<file path="src/rled_pkg.sv">
// Shared types and constants for the RLE image to RGB565 decoder.
// No dependencies.
package rled_pkg;

  localparam logic [31:0] ImgMagic  = 32'h5245_4900;
  localparam logic [7:0]  CompMask  = 8'h0F;
  localparam logic [7:0]  CtrlNop   = 8'h80;
  localparam logic [3:0]  HdrLast   = 4'd11;
  localparam logic [7:0]  DepthMono = 8'd1;
  localparam logic [7:0]  DepthRgb  = 8'd3;
  localparam logic [7:0]  DepthRgba = 8'd4;
  localparam logic [3:0]  CompRaw   = 4'd0;
  localparam logic [3:0]  CompRle   = 4'd1;

  localparam logic [2:0] StOk        = 3'd0;
  localparam logic [2:0] StShortHdr  = 3'd1;
  localparam logic [2:0] StBadSize   = 3'd2;
  localparam logic [2:0] StBadDepth  = 3'd3;
  localparam logic [2:0] StBadComp   = 3'd4;
  localparam logic [2:0] StFewData   = 3'd5;
  localparam logic [2:0] StRunOvf    = 3'd6;

  localparam logic ItemPixel  = 1'b0;
  localparam logic ItemStatus = 1'b1;

  typedef struct packed {
    logic        item_type;
    logic [15:0] pixel_value;
    logic [7:0]  repeat_count;
    logic [2:0]  status_code;
    logic [15:0] image_width;
    logic [15:0] image_height;
    logic        last_of_step;
  } result_t;

  // Results caused by one accepted byte, in order.
  typedef struct packed {
    logic    first_valid;
    logic    second_valid;
    result_t first;
    result_t second;
  } step_t;

endpackage

</file>
<file path="src/rled_core.sv">
// Header parser, raw/PackBits body decoder and RGB565 conversion.
// Depends on rled_pkg.
module rled_core #(
  parameter int unsigned COUNT_BITS = 32
) (
  input  logic            clk_i,
  input  logic            rst_ni,
  input  logic            accept_i,
  input  logic [7:0]      data_byte_i,
  input  logic            end_of_file_i,
  output rled_pkg::step_t step_o
);

  localparam logic [31:0] CountMask = 32'((64'd1 << COUNT_BITS) - 64'd1);

  typedef enum logic [2:0] {
    PhHeader, PhRaw, PhRle, PhDone, PhError
  } phase_e;

  typedef enum logic [1:0] {
    RmControl, RmLiteral, RmReplicate
  } run_mode_e;

  phase_e                  phase_q, phase_d;
  run_mode_e               run_mode_q, run_mode_d;
  logic [3:0]              hdr_idx_q, hdr_idx_d;
  logic [31:0]             magic_q, magic_d;
  logic [15:0]             width_q, width_d;
  logic [15:0]             height_q, height_d;
  logic [7:0]              depth_q, depth_d;
  logic [3:0]              comp_q, comp_d;
  logic [COUNT_BITS-1:0]   pix_left_q, pix_left_d;
  logic [23:0]             held_q, held_d;
  logic [1:0]              bip_q, bip_d;
  logic [7:0]              run_left_q, run_left_d;
  logic [2:0]              err_q, err_d;

  logic [31:0]             pixel_count;
  logic                    count_ovf;
  logic [23:0]             held_base, held_new;
  logic                    px_done;
  logic [1:0]              bip_next;
  logic [7:0]              r_ch, g_ch, b_ch;
  logic [15:0]             px;
  logic [8:0]              ctrl_cnt;
  logic                    pix_valid;
  logic [7:0]              pix_rep;
  logic [2:0]              status;
  rled_pkg::result_t       pix_res, stat_res;

  assign pixel_count = 32'(width_q) * 32'(height_q);
  assign count_ovf   = |(pixel_count & ~CountMask);
  assign ctrl_cnt    = (data_byte_i < rled_pkg::CtrlNop) ? 9'(data_byte_i) + 9'd1
                                                         : 9'd257 - 9'(data_byte_i);

  // Pixel assembly from body bytes.
  always_comb begin
    held_base = (bip_q == 2'd0) ? 24'd0 : held_q;
    held_new  = held_base;
    case (bip_q)
      2'd0:    held_new[7:0]   = data_byte_i;
      2'd1:    held_new[15:8]  = data_byte_i;
      2'd2:    held_new[23:16] = data_byte_i;
      default: held_new        = held_base;
    endcase
    px_done  = !((8'(bip_q) + 8'd1) < depth_q);
    bip_next = px_done ? 2'd0 : bip_q + 2'd1;
    r_ch     = held_new[7:0];
    g_ch     = (depth_q == rled_pkg::DepthMono) ? r_ch : held_new[15:8];
    b_ch     = (depth_q == rled_pkg::DepthMono) ? r_ch : held_new[23:16];
    px       = {r_ch[7:3], g_ch[7:2], b_ch[7:3]};
  end

  always_comb begin
    phase_d    = phase_q;
    run_mode_d = run_mode_q;
    hdr_idx_d  = hdr_idx_q;
    magic_d    = magic_q;
    width_d    = width_q;
    height_d   = height_q;
    depth_d    = depth_q;
    comp_d     = comp_q;
    pix_left_d = pix_left_q;
    held_d     = held_q;
    bip_d      = bip_q;
    run_left_d = run_left_q;
    err_d      = err_q;
    pix_valid  = 1'b0;
    pix_rep    = 8'd0;
    status     = rled_pkg::StOk;

    case (phase_q)
      PhHeader: begin
        if (hdr_idx_q < 4'd4) begin
          magic_d = magic_q | (32'(data_byte_i) << {hdr_idx_q[1:0], 3'b000});
        end else if (hdr_idx_q < 4'd6) begin
          width_d = width_q | (16'(data_byte_i) << {hdr_idx_q[0], 3'b000});
        end else if (hdr_idx_q < 4'd8) begin
          height_d = height_q | (16'(data_byte_i) << {hdr_idx_q[0], 3'b000});
        end else if (hdr_idx_q == 4'd8) begin
          depth_d = data_byte_i;
        end else if (hdr_idx_q == 4'd9) begin
          comp_d = data_byte_i[3:0] & rled_pkg::CompMask[3:0];
        end
        hdr_idx_d = hdr_idx_q + 4'd1;
        if (hdr_idx_q == rled_pkg::HdrLast) begin
          if (magic_q != rled_pkg::ImgMagic || width_q == 16'd0 || height_q == 16'd0
              || count_ovf) begin
            phase_d = PhError;
            err_d   = rled_pkg::StBadSize;
          end else if (depth_q != rled_pkg::DepthMono && depth_q != rled_pkg::DepthRgb
                       && depth_q != rled_pkg::DepthRgba) begin
            phase_d = PhError;
            err_d   = rled_pkg::StBadDepth;
          end else if (comp_q > rled_pkg::CompRle) begin
            phase_d = PhError;
            err_d   = rled_pkg::StBadComp;
          end else begin
            pix_left_d = pixel_count[COUNT_BITS-1:0];
            bip_d      = 2'd0;
            run_mode_d = RmControl;
            run_left_d = 8'd0;
            phase_d    = (comp_q == rled_pkg::CompRle) ? PhRle : PhRaw;
          end
        end
      end
      PhRaw: begin
        held_d = held_new;
        bip_d  = bip_next;
        if (px_done) begin
          pix_valid  = 1'b1;
          pix_rep    = 8'd1;
          pix_left_d = pix_left_q - COUNT_BITS'(1);
          if (pix_left_d == '0) begin
            phase_d = PhDone;
          end
        end
      end
      PhRle: begin
        if (run_mode_q == RmControl) begin
          if (data_byte_i != rled_pkg::CtrlNop) begin
            if (COUNT_BITS'(ctrl_cnt) > pix_left_q) begin
              phase_d = PhError;
              err_d   = rled_pkg::StRunOvf;
            end else begin
              run_left_d = ctrl_cnt[7:0];
              run_mode_d = (data_byte_i < rled_pkg::CtrlNop) ? RmLiteral : RmReplicate;
              bip_d      = 2'd0;
            end
          end
        end else begin
          held_d = held_new;
          bip_d  = bip_next;
          if (px_done) begin
            pix_valid = 1'b1;
            if (run_mode_q == RmLiteral) begin
              pix_rep    = 8'd1;
              pix_left_d = pix_left_q - COUNT_BITS'(1);
              run_left_d = run_left_q - 8'd1;
              if (run_left_d == 8'd0) begin
                run_mode_d = RmControl;
              end
            end else begin
              pix_rep    = run_left_q;
              pix_left_d = pix_left_q - COUNT_BITS'(run_left_q);
              run_left_d = 8'd0;
              run_mode_d = RmControl;
            end
            if (pix_left_d == '0) begin
              phase_d = PhDone;
            end
          end
        end
      end
      default: begin
      end
    endcase

    if (phase_d == PhError) begin
      status = err_d;
    end else if (phase_d == PhHeader) begin
      status = rled_pkg::StShortHdr;
    end else if (phase_d == PhDone) begin
      status = rled_pkg::StOk;
    end else begin
      status = rled_pkg::StFewData;
    end

    pix_res              = '0;
    pix_res.item_type    = rled_pkg::ItemPixel;
    pix_res.pixel_value  = px;
    pix_res.repeat_count = pix_rep;
    pix_res.last_of_step = !end_of_file_i;

    stat_res              = '0;
    stat_res.item_type    = rled_pkg::ItemStatus;
    stat_res.status_code  = status;
    stat_res.image_width  = width_d;
    stat_res.image_height = height_d;
    stat_res.last_of_step = 1'b1;

    step_o.first_valid  = accept_i && (pix_valid || end_of_file_i);
    step_o.second_valid = accept_i && pix_valid && end_of_file_i;
    step_o.first        = pix_valid ? pix_res : stat_res;
    step_o.second       = stat_res;

    if (end_of_file_i) begin
      phase_d    = PhHeader;
      run_mode_d = RmControl;
      hdr_idx_d  = 4'd0;
      magic_d    = 32'd0;
      width_d    = 16'd0;
      height_d   = 16'd0;
      depth_d    = 8'd0;
      comp_d     = 4'd0;
      pix_left_d = '0;
      held_d     = 24'd0;
      bip_d      = 2'd0;
      run_left_d = 8'd0;
      err_d      = 3'd0;
    end
  end

  always_ff @(posedge clk_i or negedge rst_ni) begin
    if (!rst_ni) begin
      phase_q    <= PhHeader;
      run_mode_q <= RmControl;
      hdr_idx_q  <= 4'd0;
      magic_q    <= 32'd0;
      width_q    <= 16'd0;
      height_q   <= 16'd0;
      depth_q    <= 8'd0;
      comp_q     <= 4'd0;
      pix_left_q <= '0;
      held_q     <= 24'd0;
      bip_q      <= 2'd0;
      run_left_q <= 8'd0;
      err_q      <= 3'd0;
    end else if (accept_i) begin
      phase_q    <= phase_d;
      run_mode_q <= run_mode_d;
      hdr_idx_q  <= hdr_idx_d;
      magic_q    <= magic_d;
      width_q    <= width_d;
      height_q   <= height_d;
      depth_q    <= depth_d;
      comp_q     <= comp_d;
      pix_left_q <= pix_left_d;
      held_q     <= held_d;
      bip_q      <= bip_d;
      run_left_q <= run_left_d;
      err_q      <= err_d;
    end
  end

endmodule

</file>
<file path="src/rled_res_fifo.sv">
// Four-entry result queue; takes up to two results per cycle, gives one per cycle while the reader is ready.
// Depends on rled_pkg.
module rled_res_fifo (
  input  logic              clk_i,
  input  logic              rst_ni,
  input  rled_pkg::step_t   step_i,
  output logic              space_o,
  output logic              out_valid_o,
  input  logic              out_ready_i,
  output rled_pkg::result_t out_data_o
);

  localparam int unsigned Depth = 4;
  localparam int unsigned PtrW  = $clog2(Depth);

  rled_pkg::result_t mem_q [Depth];
  logic [PtrW-1:0]   wr_ptr_q, wr_ptr_d;
  logic [PtrW-1:0]   rd_ptr_q, rd_ptr_d;
  logic [PtrW:0]     cnt_q, cnt_d;
  logic              pop;
  logic [PtrW:0]     push_n;

  assign pop         = out_valid_o && out_ready_i;
  assign push_n      = (PtrW + 1)'(step_i.first_valid) + (PtrW + 1)'(step_i.second_valid);
  assign out_valid_o = (cnt_q != '0);
  assign out_data_o  = mem_q[rd_ptr_q];
  assign space_o     = (cnt_q <= (PtrW + 1)'(Depth - 2));
  assign wr_ptr_d    = wr_ptr_q + push_n[PtrW-1:0];
  assign rd_ptr_d    = rd_ptr_q + PtrW'(pop);
  assign cnt_d       = cnt_q + push_n - (PtrW + 1)'(pop);

  always_ff @(posedge clk_i or negedge rst_ni) begin
    if (!rst_ni) begin
      wr_ptr_q <= '0;
      rd_ptr_q <= '0;
      cnt_q    <= '0;
    end else begin
      wr_ptr_q <= wr_ptr_d;
      rd_ptr_q <= rd_ptr_d;
      cnt_q    <= cnt_d;
    end
  end

  always_ff @(posedge clk_i) begin
    if (step_i.first_valid) begin
      mem_q[wr_ptr_q] <= step_i.first;
    end
    if (step_i.second_valid) begin
      mem_q[wr_ptr_q + PtrW'(1)] <= step_i.second;
    end
  end

endmodule

</file>
<file path="src/rle_image_to_rgb565_decoder_unit.sv">
// Top level of the RLE image to RGB565 decoder.
// Depends on rled_pkg, rled_core and rled_res_fifo.
//
// Takes an image file one byte per transaction and accepts one byte every
// cycle while input ready is high: each byte updates the parser state and
// drops its results (none, one pixel run, and on the final byte a status)
// into a four-entry result queue. Input ready falls only while that queue
// holds more than two results, e.g. while the output side is stalled. A
// byte's results are registered in that queue before they reach the output.
// No clearing pass is needed after reset; the block is ready at once.
module rle_image_to_rgb565_decoder_unit #(
  parameter int unsigned COUNT_BITS = 32
) (
  input  logic        clk_i,
  input  logic        rst_ni,
  input  logic        in_valid_i,
  output logic        in_ready_o,
  input  logic [7:0]  data_byte_i,
  input  logic        end_of_file_i,
  output logic        out_valid_o,
  input  logic        out_ready_i,
  output logic        item_type_o,
  output logic [15:0] pixel_value_o,
  output logic [7:0]  repeat_count_o,
  output logic [2:0]  status_code_o,
  output logic [15:0] image_width_o,
  output logic [15:0] image_height_o,
  output logic        last_of_step_o
);

  logic              accept;
  rled_pkg::step_t   step;
  rled_pkg::result_t res;

  assign accept = in_valid_i && in_ready_o;

  rled_core #(
    .COUNT_BITS(COUNT_BITS)
  ) u_core (
    .clk_i         (clk_i),
    .rst_ni        (rst_ni),
    .accept_i      (accept),
    .data_byte_i   (data_byte_i),
    .end_of_file_i (end_of_file_i),
    .step_o        (step)
  );

  rled_res_fifo u_fifo (
    .clk_i       (clk_i),
    .rst_ni      (rst_ni),
    .step_i      (step),
    .space_o     (in_ready_o),
    .out_valid_o (out_valid_o),
    .out_ready_i (out_ready_i),
    .out_data_o  (res)
  );

  assign item_type_o    = res.item_type;
  assign pixel_value_o  = res.pixel_value;
  assign repeat_count_o = res.repeat_count;
  assign status_code_o  = res.status_code;
  assign image_width_o  = res.image_width;
  assign image_height_o = res.image_height;
  assign last_of_step_o = res.last_of_step;

endmodule

</file>
<file path="config.mk">
export PLATFORM = sky130hd
export DESIGN_NAME = rle_image_to_rgb565_decoder_unit
export DESIGN_NICKNAME = d
export VERILOG_FILES = /design/src/rled_pkg.sv /design/src/rled_core.sv /design/src/rled_res_fifo.sv /design/src/rle_image_to_rgb565_decoder_unit.sv
export SDC_FILE = /design/constraint.sdc
export NUM_CORES = 1
export LEC_CHECK = 0
export BUFFER_PORTS_ARGS = -buffer_cell sky130_fd_sc_hd__buf_2
export CAP_MARGIN = 20
export CORE_UTILIZATION = 55
export DETAILED_ROUTE_END_ITERATION = 10
export PLACE_DENSITY = 0.71
export REMOVE_ABC_BUFFERS = 1
export SYNTH_ARGS = -nofsm -noshare
export SYNTH_HDL_FRONTEND = slang
export SYNTH_HIERARCHICAL = 1
export SYNTH_SLANG_ARGS = --single-unit
</file>
<file path="constraint.sdc">
create_clock -name clk_i -period 12.6 [get_ports clk_i]
set_input_delay 1.26 -clock clk_i [delete_from_list [all_inputs] [get_ports clk_i]]
set_output_delay 1.26 -clock clk_i [all_outputs]
set_load 0.05 [all_outputs]
</file>
==> implementation parameters <==
Parameter                              Value

Critical path
  Levels on crit path    22
  Count of buffer and inverter cells on the critical path    5
  Setup crit start kind    flop
  Depth of the worst register-to-register path    22
  CP top delay family    adder cells
  Required time at the endpoint of the critical path    about 13000 ps
  Critical Path, Cell by Cell    nand2_1, fa_1, inv_1, fa_1, inv_1, fa_1, inv_1, fa_1, fa_1, inv_1, fa_1, inv_1, ha_1, a211oi_1, o21bai_1, a21o_1, or2_2, a211oi_1, o21ai_0, or4b_2, and3_1, o31ai_1
  Critical setup path kind    flop to flop
  CP most frequent cell    sky130_fd_sc_hd__fa_1
  Top fanout value on the critical path    19
  Worst-case register-to-register setup slack    4920 ps
  Critical path capture point type    flop
  Slowest Stage Delay on Critical Path    about 860 ps
  Slowest stage cell on the critical path    sky130_fd_sc_hd__dfrtp_1
  Data arrival time at the worst-slack endpoint    roughly 8200 ps

STA
  Worst slew margin relative to its limit    just under 30%
  Count of pins over their slew limit    0
  Setup violators final    0
  Fmax    ~0.13 GHz
  Slew @ Worst Pin    around 1100 ps
  Accumulated negative setup slack    0 ps
  Share of the cycle needed by the critical path after routing    around three fifths
  Clock period minus final worst setup slack    about 7700 ps
  Hold Vio Cnt, Final    0
  Setup repair after global routing missed its margin    no
  Clock Skew    30.1 ps

Drt
  Remaining number of nets flagged by the antenna check after routing    0
  Initial detailed-routing violation count    around 2300
  Post-detailed-routing wire length    between 80000 and 90000 um
  Detailed Routing Iterations Pass 1    6
  Wire length per cell    about 23 um
  DR vias/cell    a little over 6
  Count of unresolved DRC violations after routing    0
  Via count    ~23000

Clock network
  Clk_lat worst skew    roughly 600 ps
  TritonCTS clock tree    done
  Clock buffer depth    3
  Clock Sinks    398
  Post-CTS Setup Bufs    0
  Resize count post-CTS    0
  Total CTS buffers    44
  Root buf cell    sky130_fd_sc_hd__clkbuf_16
  Hold Buf Count CTS    0
  Clk slew on worst S/H paths    around 60 ps
  H-tree depth reported by CTS    2

GRT
  Pin count of the biggest net entering global routing    62
  First-pass GRT wire length    roughly 140000 um
  Global-route track usage on met3    ~3.9%
  Antenna violations before repair    4
  Total congestion overflow    0
  Number of global-route vias before repair    around 24000
  Met2 track demand over resource in global routing    approximately half
  GR Layer Usage met1    between 40% and 50%
  Total track usage    a little under a third
  Layer with the highest usage    met2

Status
  Result of the run    finished clean

Synth
  Number of distinct library cell variants in the gate-level netlist after synthesis    91
  Count of synthesis-stage warnings from yosys    6
  Async set-or-reset flop fraction in the synthesized netlist    about two fifths
  Number of synthesized flops with an enable pin    244
  Post-synth top flop    sky130_fd_sc_hd__edfxtp_1
  Cell types with the largest area share after synthesis    sky130_fd_sc_hd__edfxtp_1, sky130_fd_sc_hd__fa_1, sky130_fd_sc_hd__dfrtp_1
  Sequential area share after synthesis    between 30% and 40%
  Synthesized instance count    roughly 3000
  Share of the synthesized area in the top cell type    between 20% and 30%
  Post-synth design cell area    approximately 31000 sq um
  Syn Area/Cell    ~10 sq um
  Number of synthesized register bits    about 400
  Synth area leader    sky130_fd_sc_hd__edfxtp_1

Die
  Ports    76
  DIE HEIGHT    ~240 um
  Overall die width    240 um
  Starting utilization of the core area    55.6%
  Row Count    a little under 90
  Die outline area    57800 sq um
  Core region area    between 50000 and 60000 sq um

Place
  Post-detailed-placement half-perimeter wirelength    60100 um
  Number of I/O port buffers    75
  GPL Wtd Cong    ~0.94

Power and ir drop
  Power density normalized to cell area    between 150 and 200 nW/um^2
  Peak supply drop    between 0.00015 and 0.0002 V
  Leak    approximately 15 nW

Cells and area
  Most frequent standard cell in the layout excluding fill and tap cells    sky130_fd_sc_hd__inv_1
  Net count reported at finish    roughly 3300
  Final core utilization    about three fifths
  Fraction of layout cells with a size suffix above 1    17.1%
  Most frequent cells in the layout    sky130_fd_sc_hd__inv_1, sky130_fd_sc_hd__nand2_1, sky130_fd_sc_hd__edfxtp_1
  Signed area change from the synthesized netlist to the final layout    6.96%

Min path
  Hold/Removal Path Class    flop to flop
  Hold Path Cell Cnt    2

Run
  Count of maximum capacitance violations    0
==> sequential cells by signal, summed over array words and instances, names as in the netlist <==
name / count
u_core/height_q: 16
u_core/held_q: 17
u_core/phase_q: 3
u_fifo/mem_q: 244
u_core/run_mode_q: 2
u_core/run_left_q: 8
u_fifo/rd_ptr_q: 2
u_fifo/wr_ptr_q: 2
u_core/err_q: 3
u_core/hdr_idx_q: 4
u_core/pix_left_q: 32
u_core/comp_q: 4
u_core/depth_q: 8
u_core/magic_q: 32
u_core/bip_q: 2
u_fifo/cnt_q: 3
u_core/width_q: 16
==> path summary, 6_finish.rpt <==
kind                                    from                    end
min in group asynchronous             rst_ni  u_core/pix_left_q[27]
setup / recovery           u_core/width_q[5]  u_core/pix_left_q[30]
max in group asynchronous             rst_ni     u_core/height_q[6]
hold reg to reg            u_core/held_q[11]      u_core/held_q[11]
hold / removal             u_core/held_q[11]      u_core/held_q[11]
setup reg to reg           u_core/width_q[5]  u_core/pix_left_q[30]
==> report_power, final <==
part | total, W | switching (W) | internal (W)
registers | 0.00182 | 0.000238 | 0.00158
logic | 0.00290 | 0.00193 | 0.000964
clock network | 0.00135 | 0.000571 | 0.000775
==> cell usage after synthesis (all sizes together), types with 12 or more instances <==
cell type,n
o21a,12
nand3,35
o22ai,16
o31ai,21
buf,72
a31oi,58
dfrtp,154
nor2b,24
or3,18
nor2,180
nand2,292
nand2b,14
a21oi,148
a22oi,21
mux4,61
clkbuf,153
ha,141
fa,196
and2,126
mux2,247
o21ai,107
xnor2,42
inv,315
xor2,15
nor4,36
or4,15
nor3,52
nand4,14
edfxtp,244
==> cell type report <==
cell class              instances  area (sq um)
fillers                      4609         22800
inverters                     317          1190
diodes                          2          5.00
repair buffers                109           642
clock inverters                25           339
flip-flops and latches        398         11200
well taps                     756           946
multi-input cells            2093         18000
clock buffers                  57          1170
==> worst min-delay path: cells and delay by family (launching register included) <==
| family | cells | cell delay (ps) |
|---|---|---|
| AO/OA/AOI/OAI | 1 | 60 |
| flip-flops | 1 | 340 |
| AND/OR/NAND/NOR | 1 | 50 |
==> through the flow <==
step	std cells	setup slack, ps	hold slack [ps]	total power (W)	area, sq um
floorplan	2808	3220	440	0.00384	30300
global placement	3670	5170	451	0.00463	31900
detailed placement	3670	5010	467	0.00467	31900
CTS	3752	5000	483	0.00603	33400
global route	3756	4670	508	0.00636	33500
finish	3757	4920	484	0.00606	33500
==> cell families after synthesis <==
group                    Yosys count  share of synthesized area (%)
XOR/XNOR                          57                           1.60
adder cells (fa/ha/maj)          337                           18.2
other                              2                         0.0240
multiplexers                     318                           13.6
AO/OA/AOI/OAI                    497                           10.1
buffers and inverters            542                           7.32
flip-flops                       398                           35.7
AND/OR/NAND/NOR                  857                           13.5
==> routing by layer <==
layer	routed length, um	share of wire, %
met1	35500	41
met2	43000	49
met3	6280	7.2
met4	2690	3.1
met5	28	0.032
Note: power is estimated with default switching activity, not from simulation.
